### config.mk
export PLATFORM = sky130hd
export DESIGN_NAME = fpa_cell
export DESIGN_NICKNAME = d
export VERILOG_FILES = /design/src/rtl/fpa_pkg.sv /design/src/rtl/fpa_cell.sv
export SDC_FILE = /design/constraint.sdc
export NUM_CORES = 1
export LEC_CHECK = 0
export ABC_AREA = 1
export BUFFER_PORTS_ARGS = -buffer_cell sky130_fd_sc_hd__buf_2
export CORE_AREA = 2 2 170 172
export CTS_CLUSTER_DIAMETER = 100
export DETAILED_ROUTE_END_ITERATION = 7
export DIE_AREA = 0 0 172 174
export GPL_ROUTABILITY_DRIVEN = 0
export MAX_ROUTING_LAYER = met4
export PLACE_DENSITY = 0.85
export SYNTH_ARGS = -nofsm -noshare
export SYNTH_HDL_FRONTEND = slang
export SYNTH_SLANG_ARGS = --single-unit
export TNS_END_PERCENT = 1
### constraint.sdc
create_clock -name aclk -period 2.55 [get_ports aclk]
set_clock_uncertainty 0.05 [all_clocks]
set_input_delay 0.51 -clock aclk [delete_from_list [all_inputs] [get_ports aclk]]
set_output_delay 0.51 -clock aclk [all_outputs]
set_load 0.02 [all_outputs]
### src/rtl/fpa_pkg.sv
// ----------------------------------------------------------------------------
// fpa_pkg: shared types for the fixed-point ALU
// Command codes and the control word that travels down the cell chain.
// ----------------------------------------------------------------------------
package fpa_pkg;

    // Command codes carried in s_tuser.
    typedef enum logic [3:0] {
        CMD_ADD    = 4'd0,
        CMD_SUB    = 4'd1,
        CMD_MUL    = 4'd2,
        CMD_DIV    = 4'd3,
        CMD_GT     = 4'd4,
        CMD_LT     = 4'd5,
        CMD_GE     = 4'd6,
        CMD_LE     = 4'd7,
        CMD_EQ     = 4'd8,
        CMD_NE     = 4'd9,
        CMD_INC    = 4'd10,
        CMD_DEC    = 4'd11,
        CMD_MIN    = 4'd12,
        CMD_MAX    = 4'd13,
        CMD_TO_INT = 4'd14
    } cmd_t;

    // Per-transaction control word handed from cell to cell.
    typedef struct packed {
        logic valid;
        cmd_t cmd;
        logic sneg;
        logic dbz;
        logic cmp;
    } ctl_t;

endpackage

### src/rtl/fpa_cell.sv
// ----------------------------------------------------------------------------
// fpa_cell: one step of the multiply and divide chain
// Performs one restoring divide step and, for IDX below W, one shift-add multiply step.
// ----------------------------------------------------------------------------
module fpa_cell #(
    parameter int W   = 32,
    parameter int F   = 8,
    parameter int IDX = 0
) (
    input  logic              aclk,
    input  logic              aresetn,
    input  logic              adv,
    input  fpa_pkg::ctl_t     ctl_in,
    input  logic [W-1:0]      simple_in,
    input  logic [W-1:0]      x_in,
    input  logic [W-1:0]      y_in,
    input  logic [W+F-1:0]    acc_in,
    input  logic [W-1:0]      rem_in,
    input  logic [W+F-1:0]    dq_in,
    output fpa_pkg::ctl_t     ctl_out,
    output logic [W-1:0]      simple_out,
    output logic [W-1:0]      x_out,
    output logic [W-1:0]      y_out,
    output logic [W+F-1:0]    acc_out,
    output logic [W-1:0]      rem_out,
    output logic [W+F-1:0]    dq_out
);

    localparam int N = W + F;

    logic              valid_reg;
    fpa_pkg::ctl_t     ctl_reg;
    logic [W-1:0]      simple_reg, x_reg, y_reg, rem_reg;
    logic [N-1:0]      acc_reg, dq_reg;
    logic [N-1:0]      acc_next, dq_next;
    logic [W-1:0]      rem_next;
    logic [W:0]        trial;
    logic [N-1:0]      addend;

    // Multiply step: add the shifted multiplicand when this bit of y is set.
    always_comb begin
        addend   = {{F{1'b0}}, x_in} << IDX;
        acc_next = acc_in;
        if (IDX < W) begin
            if (y_in[IDX % W]) begin
                acc_next = acc_in + addend;
            end
        end
    end

    // Divide step: bring down one dividend bit and try to subtract y.
    always_comb begin
        trial = {rem_in, dq_in[N-1]};
        if (trial >= {1'b0, y_in}) begin
            rem_next = W'(trial - {1'b0, y_in});
            dq_next  = {dq_in[N-2:0], 1'b1};
        end else begin
            rem_next = trial[W-1:0];
            dq_next  = {dq_in[N-2:0], 1'b0};
        end
    end

    // Control state.
    always_ff @(posedge aclk) begin
        if (!aresetn) begin
            valid_reg <= 1'b0;
        end else if (adv) begin
            valid_reg <= ctl_in.valid;
        end
    end

    // Payload registers.
    always_ff @(posedge aclk) begin
        if (adv) begin
            ctl_reg    <= ctl_in;
            simple_reg <= simple_in;
            x_reg      <= x_in;
            y_reg      <= y_in;
            acc_reg    <= acc_next;
            rem_reg    <= rem_next;
            dq_reg     <= dq_next;
        end
    end

    always_comb begin
        ctl_out       = ctl_reg;
        ctl_out.valid = valid_reg;
    end

    assign simple_out = simple_reg;
    assign x_out      = x_reg;
    assign y_out      = y_reg;
    assign acc_out    = acc_reg;
    assign rem_out    = rem_reg;
    assign dq_out     = dq_reg;

endmodule

# [Word level (Yosys, flattened, before mapping)]
# Cells that the tools add are included.
[classes] add_sub_neg=2 mux=3 n_lt_le_gt_ge=1
[op_table] operator="adder 40 x 32 -> 40 bit" n=1
[op_table] operator="two-way mux 40 bit" n=1
[op_table] operator="greater-or-equal comparator 33 x 32 -> 1 bit" n=1
[op_table] operator="two-way mux 32 bit" n=1
[op_table] operator="subtractor 32 bit" n=1
[op_table] operator="two-way mux 1 bit" n=1
[word_totals] elab_cells=17 register_bits=216 out_inout_bits=216 in_bits=219

# [Depth between registers and ports, before layout]
# Gate-level depths: netlist of the first run.
[logic_depth] ltp_word=2 depth_mapped=16

# [Worst setup path after synthesis of the first run]
# No wires, ideal clock.
[synth_timing] path_type="input port to flip-flop" startpoint="in x_in[0]" endpoint="reg acc_reg[32], in the netlist acc_out[32], data pin" arrival_ns=1.969 slack_ns=0.278 cell_stages=15 required_time_ns=2.247 setup_ns=0.253 cell_sequence="ha_1 -> inv_1 -> fa_1 -> inv_1 -> nand3_1 -> nand3_1 -> nand2_1 -> nand2_1 -> nand3_1 -> nand2_1 -> nand2_1 -> nand2_1 -> nand2_1 -> nand2_1 -> nand2_1"
[synth_via] elab_chain_cells=2
[synth_rtl] element="start, declared" line_no="fpa_cell.sv:15" rtl="input logic [W-1:0] x_in,"
[synth_rtl] element="adder 40 x 32 -> 40 bit" line_no="fpa_cell.sv:46" rtl="acc_next = acc_in + addend;"
[synth_rtl] element="two-way mux 40 bit" line_no="fpa_cell.sv:45" rtl="if (y_in[IDX % W]) begin"
[synth_rtl] element="net acc_next[32]" line_no="fpa_cell.sv:35" rtl="logic [N-1:0] acc_next, dq_next;"
[synth_rtl] element="end signal, assigned" line_no="fpa_cell.sv:79" rtl="acc_reg <= acc_next;"
[synth_rtl] element="end, declared" line_no="fpa_cell.sv:34" rtl="logic [N-1:0] acc_reg, dq_reg;"
# The timed path passes the listed nets, and every way through them passes these cells.
# A chain may end at the register's enable or synchronous reset.

# [Worst setup path in the final report of the first run]
[layout_timing] startpoint="in y_in[7]" endpoint="reg rem_reg[27], in the netlist rem_out[27], data pin"
[layout_via] elab_chain_cells=2 word_cells_on_any_way=3 cone_classes="1 x add/sub; 1 x order compare; 1 x mux"
[layout_rtl] element="start, declared" line_no="fpa_cell.sv:16" rtl="input logic [W-1:0] y_in,"
[layout_rtl] element="subtractor 32 bit or greater-or-equal comparator 33 x 32 -> 1 bit (tied branches)" line_no="fpa_cell.sv:55, fpa_cell.sv:54"
[layout_rtl] element="two-way mux 32 bit *" line_no="fpa_cell.sv:54" rtl="if (trial >= {1'b0, y_in}) begin"
[layout_rtl] element="net rem_next[27]" line_no="fpa_cell.sv:36" rtl="logic [W-1:0] rem_next;"
[layout_rtl] element="end signal, assigned" line_no="fpa_cell.sv:80" rtl="rem_reg <= rem_next;"
[layout_rtl] element="end, declared" line_no="fpa_cell.sv:33" rtl="logic [W-1:0] simple_reg, x_reg, y_reg, rem_reg;"
# The timed path passes the listed nets; every way through them passes the cells marked *.

==> qor.yml, run 1 <==
synth:
  compound_gate_fraction_of_synth_area: 0.02663
  top_cells_by_area_in_the_synthesized_netlist: "sky130_fd_sc_hd__edfxtp_1 50%, sky130_fd_sc_hd__nand2_1 19%, sky130_fd_sc_hd__inv_1 9.0%"
  synth_nets: 1937
  register_bit_total_from_synthesis: 216
  synth_simple_gate_area_frac: 0.2931
  synth_adder_area_share: 0.06461
  synth.cell_area_sq_mm: 0.01301
  muxShareOfSynthArea: 0
  most_instantiated_flip_flop_cell_in_the_synthesis_netlist: "sky130_fd_sc_hd__edfxtp_1"
  synth.yosys.seq_area_share: 0.4976
  synth_xor_area_frac: 0.01817
  number_of_flops_mapped_to_enable_cells_by_yosys: 215
  yosys.area.top_type_share: 0.4961
  syn-instance-count: 1652
  synth_cell_types: 32
  yosys_warnings: 0
  synth_area_leader_cell: "sky130_fd_sc_hd__edfxtp_1"
  post_synth.cell_area_avg_sq_um: 7.878
  asyncSetResetFlopFracSynth: 0
  synth_top_family_by_area: "simple AND/OR/NAND/NOR gates"
min_path:
  capture_endpoint_of_the_worst_hold_path: "simple_out[12]$_DFFE_PP_"
  timing.hold.worst_path_depth: 1
  hold_class: "input pin to flip-flop"
  hold_start: "simple_in[12]"
layout:
  synthToLayoutAreaGrowth_pct: 29.95
  layout-drive-gt1-share: 0.2490
  final_util: 0.5989
  finalNetCount: 2432
sta:
  timing.final.crit_period_ns: 2.168
  tightestPinTransition_ns: 0.4544
  timing_hold_violations_final: 0
  worst_slew_margin_rel: 0.6971
  setup_repair_after_global_routing_missed_its_margin: "no"
  final_worst_path_period_share: 0.8503
  setup_viol_count_final: 0
  finalMaxSlewViolations: 0
  hold-worst-slack_ns: 0.09683
  achievable-frequency_mhz: 461.2
pwr:
  power.switching_mw: 3.364
  power_switching_share: 0.3124
  p_leak_nw: 9.008
  relative_contribution_of_combinational_cells_to_total_power: 0.251
  clock_power_share: 0.339
  sequentialPowerShare: 0.410
  cell_internal_power_mw: 7.403
  ir_worst_vdd_mv: 0.5537
  power_per_cell_area_mw_per_mm2: 636.7
  post-layout-total-power_mw: 10.77
global_routing:
  global_route.overflow_total: 0
  grt_pass1_wl_microns: 64180
  via_count_of_the_first_global_routing_pass: 12711
  grt_antenna_before_repair: 10
  groute.usage.overall: 0.2849
  grt_max_degree: 59
critical_path:
  crit_type: "input pin to flip-flop"
  worstSetupEndpointType: "flip-flop"
  startpoint_kind_of_the_worst_setup_timing_path: "input pin"
  r2r-end: "valid_reg$_SDFFE_PN0P_"
  reg2reg_depth: 2
  worst_path_arrival_ns: 2.41
  regToRegSetupSlack_ns: 1.88
  crit_path_max_fanout: 4
  worstReg2RegStart: "valid_reg$_SDFFE_PN0P_"
  worst-endpoint-required_ns: 2.79
routing:
  wl_per_cell_microns: 16.62
  drt_first_pass_iters: 6
  drc: 0
  drt_iter0_drc: 1215
  vias: 12977
  drt-total-wl_microns: 42520
  detail-route-antenna-nets: 0
  routed_vias_inst: 5.071
cts:
  htree_levels: 1
  clock_path_buffers: 3
  cts.repair_timing.setup_buffer_count: 0
  clk_pin_slew_worst_paths_ns: 0.06
  worst_skew_pair.late_latency_ns: 0.53
  hold_buffers: 0
  cts_tree: "yes"
  numClockSinks: 216
  tritoncts.num_buffers: 26
  clockRootBuffer: "sky130_fd_sc_hd__clkbuf_16"
  post_cts_resize_count: 0
floorplan:
  dieArea_sq_mm: 0.02993
  boundaryPins: 435
  die_height_microns: 174
  die_span_x_microns: 172
  floorplan.core_area_sq_mm: 0.02824
  start_util: 0.4609
  row_count: 62
place:
  hpwl_microns: 34010
  buffer_ports.inserted: 434
run_status:
  run_status: "complete, no violations"
job:
  max-cap-violations: 0
synthesized netlist by cell type, drive strengths merged, types with 7 or more instances:
cell and number:
ha 64, xor2 14, o21ai 19, xnor2 13, nand3b 11, buf 11
edfxtp 215, nor3 18, inv 318, nor2 102, nand3 121, nand2 675
clkbuf 7, nand4 7, a21oi 39
power groups by stage:
| stage | Sequential, mW | Combinational, mW | Clock, mW |
|---|---|---|---|
| global route | 4.45 | 2.94 | 3.86 |
| finish | 4.42 | 2.70 | 3.65 |
| global placement | 4.48 | 2.58 | 0 |
| floorplan | 4.93 | 1.11 | 0 |
| detailed placement | 4.49 | 2.64 | 0 |
| CTS | 4.42 | 2.66 | 3.72 |
how the worst max path moves through the flow:
stage | startpoint | end | slack, ns | cells after the start
2_1_floorplan | x_in[0] | acc_out[32]$_DFFE_PP_ | 0.28 | 15
3_3_place_gp | acc_in[22] | acc_out[35]$_DFFE_PP_ | -0.02 | 11
3_5_place_dp | x_in[21] | acc_out[35]$_DFFE_PP_ | -0.05 | 11
4_1_cts | y_in[7] | rem_out[27]$_DFFE_PP_ | 0.51 | 13
5_1_grt | y_in[7] | rem_out[27]$_DFFE_PP_ | 0.33 | 13
6_report | y_in[7] | rem_out[27]$_DFFE_PP_ | 0.38 | 13
layout by cell type, fill, tap and decap left out, types with 5 or more instances in the layout:
master                      synthesis  routed
sky130_fd_sc_hd__clkbuf_16          0      26
sky130_fd_sc_hd__nor3_1            18      18
sky130_fd_sc_hd__nand3b_1          11      11
sky130_fd_sc_hd__ha_1              64      64
sky130_fd_sc_hd__xnor2_1           13      13
sky130_fd_sc_hd__a21oi_1           39      39
sky130_fd_sc_hd__nand4_1            7       7
sky130_fd_sc_hd__inv_1            313     313
sky130_fd_sc_hd__o21ai_0           19      19
sky130_fd_sc_hd__inv_2              5       5
sky130_fd_sc_hd__clkinv_1           1       7
sky130_fd_sc_hd__buf_2              6     433
sky130_fd_sc_hd__nand2_1          671     671
sky130_fd_sc_hd__nor2_1            99      99
sky130_fd_sc_hd__diode_2            0      10
sky130_fd_sc_hd__buf_4              1      44
sky130_fd_sc_hd__nand3_1          119     119
sky130_fd_sc_hd__buf_12             0       7
sky130_fd_sc_hd__xor2_1            14      14
sky130_fd_sc_hd__edfxtp_1         215     215
critical path, cell delays in order:
cell	delay [ns]
sky130_fd_sc_hd__buf_2	0.14
sky130_fd_sc_hd__inv_1	0.05
sky130_fd_sc_hd__ha_1	0.35
sky130_fd_sc_hd__nand2_1	0.11
sky130_fd_sc_hd__buf_4	0.15
sky130_fd_sc_hd__nor2_1	0.16
sky130_fd_sc_hd__nand3_1	0.13
sky130_fd_sc_hd__nand3b_1	0.27
sky130_fd_sc_hd__nand2_1	0.19
sky130_fd_sc_hd__nand3_1	0.14
sky130_fd_sc_hd__nand2_1	0.06
sky130_fd_sc_hd__nand2_1	0.08
sky130_fd_sc_hd__nand2_1	0.06
per-stage QoR:
stage                     instances  area, sq um  setup slack, ns  TNS [ns]
after floorplan                1652        13010           0.2780         0
after global placement         2503        16050         -0.02126  -0.02126
after detailed placement       2503        16050         -0.04764  -0.08769
after CTS                      2549        16890           0.5127         0
after global routing           2559        16910           0.3292         0
final                          2559        16910           0.3818         0
cell families (layout without fill, tap and decap cells):
logic type,Yosys count,in the layout
buffers and inverters,337,850
flip-flops,216,216
other,0,10
adder cells (fa/ha/maj),66,66
XOR/XNOR,27,27
AND/OR/NAND/NOR,941,941
AO/OA/AOI/OAI,65,65
cell type report:
type | instances | area [sq um]
clock buffer | 30 | 665.6
fill | 2496 | 11330
timing repair buffer | 485 | 2653
multi-input combinational | 1099 | 5239
tap | 384 | 480.5
inverter | 319 | 1197
antenna | 10 | 25.02
sequential | 216 | 6476
clock inverter | 16 | 175.2
routing by layer:
| metal | track usage | routed length, microns | part of all wire |
|---|---|---|---|
| met3 | 0.07172 | 4531 | 0.11 |
| met1 | 0.3056 | 14800 | 0.35 |
| met2 | 0.4761 | 20450 | 0.48 |
| met4 | 0.1639 | 2742 | 0.064 |
| met5 | - | 0 | 0 |
No activity file was read; power rests on OpenSTA's default activity.
==> run 2: changes to the inputs <==
--- a/config.mk
+++ b/config.mk
@@ -10,3 +10,3 @@
 export CORE_AREA = 2 2 170 172
-export CTS_CLUSTER_DIAMETER = 100
+export CTS_CLUSTER_DIAMETER = 50
 export DETAILED_ROUTE_END_ITERATION = 7
==> constraint.sdc (replaced) <==
create_clock -name aclk -period 2.55 [get_ports aclk]
set_clock_uncertainty 0.05 [all_clocks]
set_input_delay 0.255 -clock aclk [delete_from_list [all_inputs] [get_ports aclk]]
set_output_delay 0.255 -clock aclk [all_outputs]
set_load 0.02 [all_outputs]
==> run 2 against run 1 <==
  * The run now ends with DRC, hold timing left
  * Routed wire length up 18%
  * Register-to-register slack worse by 0.59 ns
  * Setup slack worse by 0.29 ns
  * Sequential share of layout area down 4.1 points
  * Hold slack worse by 0.10 ns
  * Largest cell class unchanged
  * Cell area up 12%
  * Highest routed layer unchanged
  * Die area unchanged
==> qor.yml, run 2 (synthesized netlist as in run 1, its figures left out) <==
cts:
  clk_pin_slew_worst_paths_ns: 0.06  # about the same
  cts_tree: "yes"
  numClockSinks: 216  # unchanged
  htree_levels: 1  # unchanged
  worst_skew_pair.late_latency_ns: 0.54  # about the same
  tritoncts.num_buffers: 29  # +12%
  clockRootBuffer: "sky130_fd_sc_hd__clkbuf_16"
  clock_path_buffers: 3  # unchanged
layout:
  finalNetCount: 2622  # +7.8%
  regArea_sq_mm: 0.006476  # unchanged
  nFillCells: 2095  # -16%
  most_frequent_standard_cell_in_the_layout_excluding_fill_and_tap_cells: "sky130_fd_sc_hd__nand2_1"
  layout-drive-gt1-share: 0.2327  # -0.01624
  layout.cells.most_common_list: "667 x sky130_fd_sc_hd__nand2_1, 433 x sky130_fd_sc_hd__buf_2, 313 x sky130_fd_sc_hd__inv_1, 215 x sky130_fd_sc_hd__edfxtp_1, 194 x sky130_fd_sc_hd__dlygate4sd3_1"
  synthToLayoutAreaGrowth_pct: 45.47
  finalInstanceArea_sq_mm: 0.01893  # +12%
  footprint_of_the_multi_input_gates_sq_mm: 0.005288  # +0.93%
floorplan:
  dieArea_sq_mm: 0.02993  # unchanged
  start_util: 0.4609  # unchanged
  die_height_microns: 174  # unchanged
  floorplan.core_area_sq_mm: 0.02824  # unchanged
  row_count: 62  # unchanged
  die_span_x_microns: 172  # unchanged
  boundaryPins: 435  # unchanged
routing:
  drc: 13  # +13
  highest_layer: "met4"
  vias: 14420  # +11%
  routed_vias_inst: 5.244  # +3.4%
  drt-total-wl_microns: 50140  # +18%
  dr_wl_met3_microns: 5517  # +22%
  wl_per_cell_microns: 18.23  # +9.7%
  met2WireLength_microns: 24090  # +18%
  drt_first_pass_iters: 8  # +2
  routedLengthMet1_microns: 16400  # +11%
  detail-route-antenna-nets: 0  # unchanged
  drt_iter0_drc: 1657  # +36%
place:
  place_area_sq_mm: 0.01594  # -0.64%
  hpwl_microns: 33940  # -0.21%
  buffer_ports.inserted: 434  # unchanged
sta:
  final_worst_path_period_share: 0.9644  # +0.1141
  timing_hold_violations_final: 1  # +1
  achievable-frequency_mhz: 406.6  # -12%
  hold-worst-slack_ns: -0.003762  # -0.1006 ns
  finalMaxSlewViolations: 0  # unchanged
  tightestPinTransition_ns: 0.5980  # +0.1436 ns
  timing.final.crit_period_ns: 2.459  # +0.2911 ns
  worst_slew_margin_rel: 0.6013  # -0.09575
  setup_viol_count_final: 0  # unchanged
pwr:
  ir_worst_vdd_mv: 0.4958  # -10%
  p_leak_nw: 9.862  # +9.5%
  power_per_cell_area_mw_per_mm2: 611.1  # -4.0%
  post-layout-total-power_mw: 11.57  # +7.4%
critical_path:
  startpoint_kind_of_the_worst_setup_timing_path: "input pin"
  cpMostUsedCell: "sky130_fd_sc_hd__nand2_1"
  crit_path_max_fanout: 4  # unchanged
  timing.critical_path.slowest_stage_cell: "sky130_fd_sc_hd__dlygate4sd3_1"
  worstSetupEndpointType: "flip-flop"
  worst_path_arrival_ns: 2.70  # +0.29 ns
  crit_type: "input pin to flip-flop"
  cpPeakStageDelay_ns: 0.54  # +0.19 ns
  worst-endpoint-required_ns: 2.79  # about the same
  timing.critical_path.cells: "dlygate4sd3_1 -> buf_2 -> ha_1 -> inv_1 -> fa_1 -> inv_1 -> nand3_1 -> nand3_2 -> nand2_1 -> nand2_1 -> nand3_1 -> nand2_1 -> nand2_1 -> nand2_1 -> nand2_1 -> nand2_1 -> nand2_1"
global_routing:
  grt_pass1_wl_microns: 75820  # +18%
  via_count_of_the_first_global_routing_pass: 14633  # +15%
  grt_antenna_before_repair: 7  # -3
  grt_max_degree: 67  # +14%
  global_route.overflow_total: 0  # unchanged
  groute.usage.overall: 0.3378  # +0.05289
run_status:
  violations_in_the_final_reports: "DRC, hold timing"
  run_status: "finished, violations left"
min_path:
  hold_class: "input pin to flip-flop"
job:
  max-cap-violations: 0  # unchanged
## run 2: cell count changes in the layout (fill, tap and decap cells not counted), moves of 4 or more
cell,before,now
sky130_fd_sc_hd__buf_12,7,3
sky130_fd_sc_hd__nand2_1,671,667
sky130_fd_sc_hd__buf_4,44,40
sky130_fd_sc_hd__inv_8,0,6
sky130_fd_sc_hd__dlygate4sd3_1,0,194
## run 2: per-layer routing
metal	vias to the layer above	GRT usage
li1	6578	-
met1	6397	0.3416
met2	1101	0.5636
met3	344	0.08743
met4	0	0.2412
met5	-	-
## run 2: what timing repair did
item	in CTS	in global routing
hold endpoints to repair	193	0
hold buffers	194	0
endpoints found under the setup margin	0	38
setup buffers	0	0
resized for setup	0	12
## run 2: where the power goes
| part | total (mW) | internal, mW | switching, mW |
|---|---|---|---|
| Clock | 4.12 | 2.45 | 1.67 |
| Combinational | 3.01 | 1.09 | 1.92 |
| Sequential | 4.44 | 4.32 | 0.122 |
## run 2: critical path: cells and delay by family
family	cells	cell delay, ns
fa+ha+maj	2	0.59
buf+inv	4	0.84
simple gates	11	1.02
## run 2: layout make-up
| cell class | count | area share |
|---|---|---|
| Inverter | 319 | 0.06325 |
| Clock buffer | 34 | 0.03933 |
| Antenna cell | 7 | 0.0009253 |
| Sequential cell | 216 | 0.3421 |
| Tap cell | 384 | 0.02538 |
| Clock inverter | 19 | 0.01223 |
| Multi-Input combinational cell | 1099 | 0.2793 |
| Timing Repair Buffer | 672 | 0.2375 |
## run 2: final timing paths
| kind | slack, ns | cells after the start | from | to |
|---|---|---|---|---|
| setup / recovery | 0.09 | 17 | x_in[0] | acc_out[32]$_DFFE_PP_ |
| hold reg to reg | 1.06 | 3 | valid_reg$_SDFFE_PN0P_ | valid_reg$_SDFFE_PN0P_ |
| setup reg to reg | 1.29 | 3 | valid_reg$_SDFFE_PN0P_ | valid_reg$_SDFFE_PN0P_ |
| hold / removal | -0.004 | 3 | acc_in[28] | acc_out[28]$_DFFE_PP_ |
## run 2: stage by stage
stage                TNS [ns]  utilization  setup WS (ns)  cells
global placement       -1.479       0.5646       -0.06881   2496
floorplan                   0            -         0.5330   1652
CTS                         0       0.6679       0.002870   2743
global route        -0.009631       0.6704      -0.008582   2750
finish                      0       0.6704        0.09069   2750
detailed placement     -4.629       0.5646        -0.1777   2496
==> run 3: changes to the inputs <==
--- a/config.mk
+++ b/config.mk
@@ -10,2 +10,3 @@
 export CORE_AREA = 2 2 170 172
+export CTS_BUF_LIST = sky130_fd_sc_hd__clkbuf_8
 export CTS_CLUSTER_DIAMETER = 50
==> constraint.sdc (replaced) <==
create_clock -name aclk -period 2.55 [get_ports aclk]
set_clock_uncertainty 0.05 [all_clocks]
set_input_delay 0.1275 -clock aclk [delete_from_list [all_inputs] [get_ports aclk]]
set_output_delay 0.1275 -clock aclk [all_outputs]
set_load 0.02 [all_outputs]
==> run 3 against run 2 <==
  * The run ends with DRC left
  * Clock-buffer cell count up 7
  * Final cell count is 0.25% higher
  * Clock power is 22% lower
  * Utilization decreased by 1.1 points
  * Die area unchanged
  * Sequential share of layout area rose by 0.55 points
  * Global-route usage down 0.81 points
  * Combinational power shrank 2%
  * Critical path type unchanged
  * Critical endpoint is now rem_out[12]$_DFFE_PP_
==> qor.yml, run 3 (synthesized netlist as in run 1, its figures left out) <==
routing:
  detail-route-antenna-nets: 0  # unchanged
  drt_first_pass_iters: 8  # unchanged
  drc: 2  # -11
  vias: 14190  # -1.6%
  drt-total-wl_microns: 48960  # -2.3%
  wl_per_cell_microns: 17.76  # -2.6%
  routed_vias_inst: 5.147  # -1.8%
  drt_iter0_drc: 1669  # +0.72%
global_routing:
  grt_antenna_before_repair: 7  # unchanged
  via_count_of_the_first_global_routing_pass: 14270  # -2.5%
  global_route.overflow_total: 0  # unchanged
  grt_max_degree: 56  # -16%
  groute.usage.overall: 0.3297  # -0.008095
  grt_pass1_wl_microns: 73970  # -2.4%
cts:
  worst_skew_pair.late_latency_ns: 0.54  # about the same
  clk_pin_slew_worst_paths_ns: 0.07  # about the same
  numClockSinks: 216  # unchanged
  clock_path_buffers: 3  # unchanged
  tritoncts.num_buffers: 41  # +41%
  cts_tree: "yes"
  htree_levels: 2  # +1
  clockRootBuffer: "sky130_fd_sc_hd__clkbuf_8"
sta:
  final_critical_path_setup_slack_ns: 0.1046  # +0.01391 ns
  setup_repair_after_global_routing_missed_its_margin: "no"
  worst_slew_margin_rel: 0.6695  # +0.06823
  final_worst_path_period_share: 0.9590  # -0.005455
  timing_hold_violations_final: 0  # -1
  achievable-frequency_mhz: 408.9  # +0.57%
  tightestPinTransition_ns: 0.4957  # -0.1023 ns
  setup_viol_count_final: 0  # unchanged
  timing.final.crit_period_ns: 2.445  # -0.01391 ns
  finalMaxSlewViolations: 0  # unchanged
  hold-worst-slack_ns: 0.08134  # +0.08510 ns
  setup_tns_ns: 0  # unchanged
floorplan:
  die_height_microns: 174  # unchanged
  floorplan.core_area_sq_mm: 0.02824  # unchanged
  die_span_x_microns: 172  # unchanged
  boundaryPins: 435  # unchanged
  dieArea_sq_mm: 0.02993  # unchanged
  start_util: 0.4609  # unchanged
  row_count: 62  # unchanged
layout:
  layout.cells.most_common_list: "671 x sky130_fd_sc_hd__nand2_1, 433 x sky130_fd_sc_hd__buf_2, 328 x sky130_fd_sc_hd__inv_1, 215 x sky130_fd_sc_hd__edfxtp_1, 215 x sky130_fd_sc_hd__dlygate4sd3_1"
  synthToLayoutAreaGrowth_pct: 43.16
  most_frequent_standard_cell_in_the_layout_excluding_fill_and_tap_cells: "sky130_fd_sc_hd__nand2_1"
  final_util: 0.6598  # -0.01063
  layout-drive-gt1-share: 0.2181  # -0.01464
  finalNetCount: 2623  # +0.038%
critical_path:
  cpMostUsedCell: "sky130_fd_sc_hd__nand2_1"
  regToRegSetupSlack_ns: 1.28  # about the same
  startpoint_kind_of_the_worst_setup_timing_path: "input pin"
  timing.critical_path.cells: "dlygate4sd3_1 -> buf_2 -> inv_1 -> ha_1 -> nand2_1 -> inv_1 -> nand2_1 -> nand2_1 -> inv_1 -> nand3_2 -> nand3_2 -> nand2_1 -> nand2_2 -> buf_4 -> nand3_1 -> nand2_1"
  timing.critical_path.slowest_stage_cell: "sky130_fd_sc_hd__dlygate4sd3_1"
  cpPeakStageDelay_ns: 0.54  # about the same
  worstSetupEndpointType: "flip-flop"
  crit_type: "input pin to flip-flop"
  worst-endpoint-required_ns: 2.91  # +0.12 ns
  crit_path_max_fanout: 22  # +18
  worst_path_arrival_ns: 2.81  # +0.11 ns
place:
  buffer_ports.inserted: 434  # unchanged
  hpwl_microns: 33020  # -2.7%
  pre_cts_setup_slack_ns: 0.2132  # +0.3909 ns
job:
  max-cap-violations: 0  # unchanged
run_status:
  run_status: "finished, violations left"
  violations_in_the_final_reports: "DRC"
min_path:
  hold_class: "input pin to flip-flop"
pwr:
  power_per_cell_area_mw_per_mm2: 569.5  # -6.8%
  ir_worst_vdd_mv: 0.4232  # -15%
  p_leak_nw: 9.735  # -1.3%
[run 3: through the flow]
step	total power, mW	instance area (sq um)	instances
finish	10.61	18630	2757
global route	11.05	18630	2757
CTS	10.41	18600	2750
detailed placement	7.011	15700	2464
global placement	6.947	15700	2464
floorplan	6.036	13010	1652
[run 3: final timing paths]
path / start / to / depth (start not counted)
max: y_in[7] / rem_out[12]$_DFFE_PP_ / 16
min reg2reg: valid_reg$_SDFFE_PN0P_ / valid_reg$_SDFFE_PN0P_ / 3
max reg2reg: valid_reg$_SDFFE_PN0P_ / valid_reg$_SDFFE_PN0P_ / 3
min: acc_in[17] / acc_out[17]$_DFFE_PP_ / 3
[run 3: repair_timing]
item / 4_1_cts / 5_1_grt
hold endpoints to repair: 261 / 0
setup buffers: 0 / 0
endpoints found under the setup margin: 0 / 6
resized for setup: 0 / 2
hold buffers: 215 / 0
[run 3: critical path, delay by kind of cell]
family	cells	cell delay (ns)
buf+inv	6	1.19
fa+ha+maj	1	0.36
simple gates	9	1.13
[run 3: layer usage]
metal | share of wire | global-route usage | vias to the layer above
li1 | - | - | 6574
met1 | 0.33 | 0.3338 | 6332
met2 | 0.48 | 0.5495 | 983
met3 | 0.11 | 0.09107 | 301
met4 | 0.082 | 0.2269 | 0
met5 | 0 | - | -
[run 3: layout make-up]
type	instances	area, sq um
inverter	319	1197
sequential	216	6476
clock buffer	41	564.3
antenna	7	17.52
multi-input combinational	1099	5248
timing repair buffer	661	4466
clock inverter	30	181.4
tap	384	480.5
fill	2146	9607
[run 3: where the power goes]
part	switching, mW	internal (mW)	leakage (nW)
sequential	0.126	4.32	2.11
clock	1.60	1.62	0.433
combinational	1.88	1.05	7.19
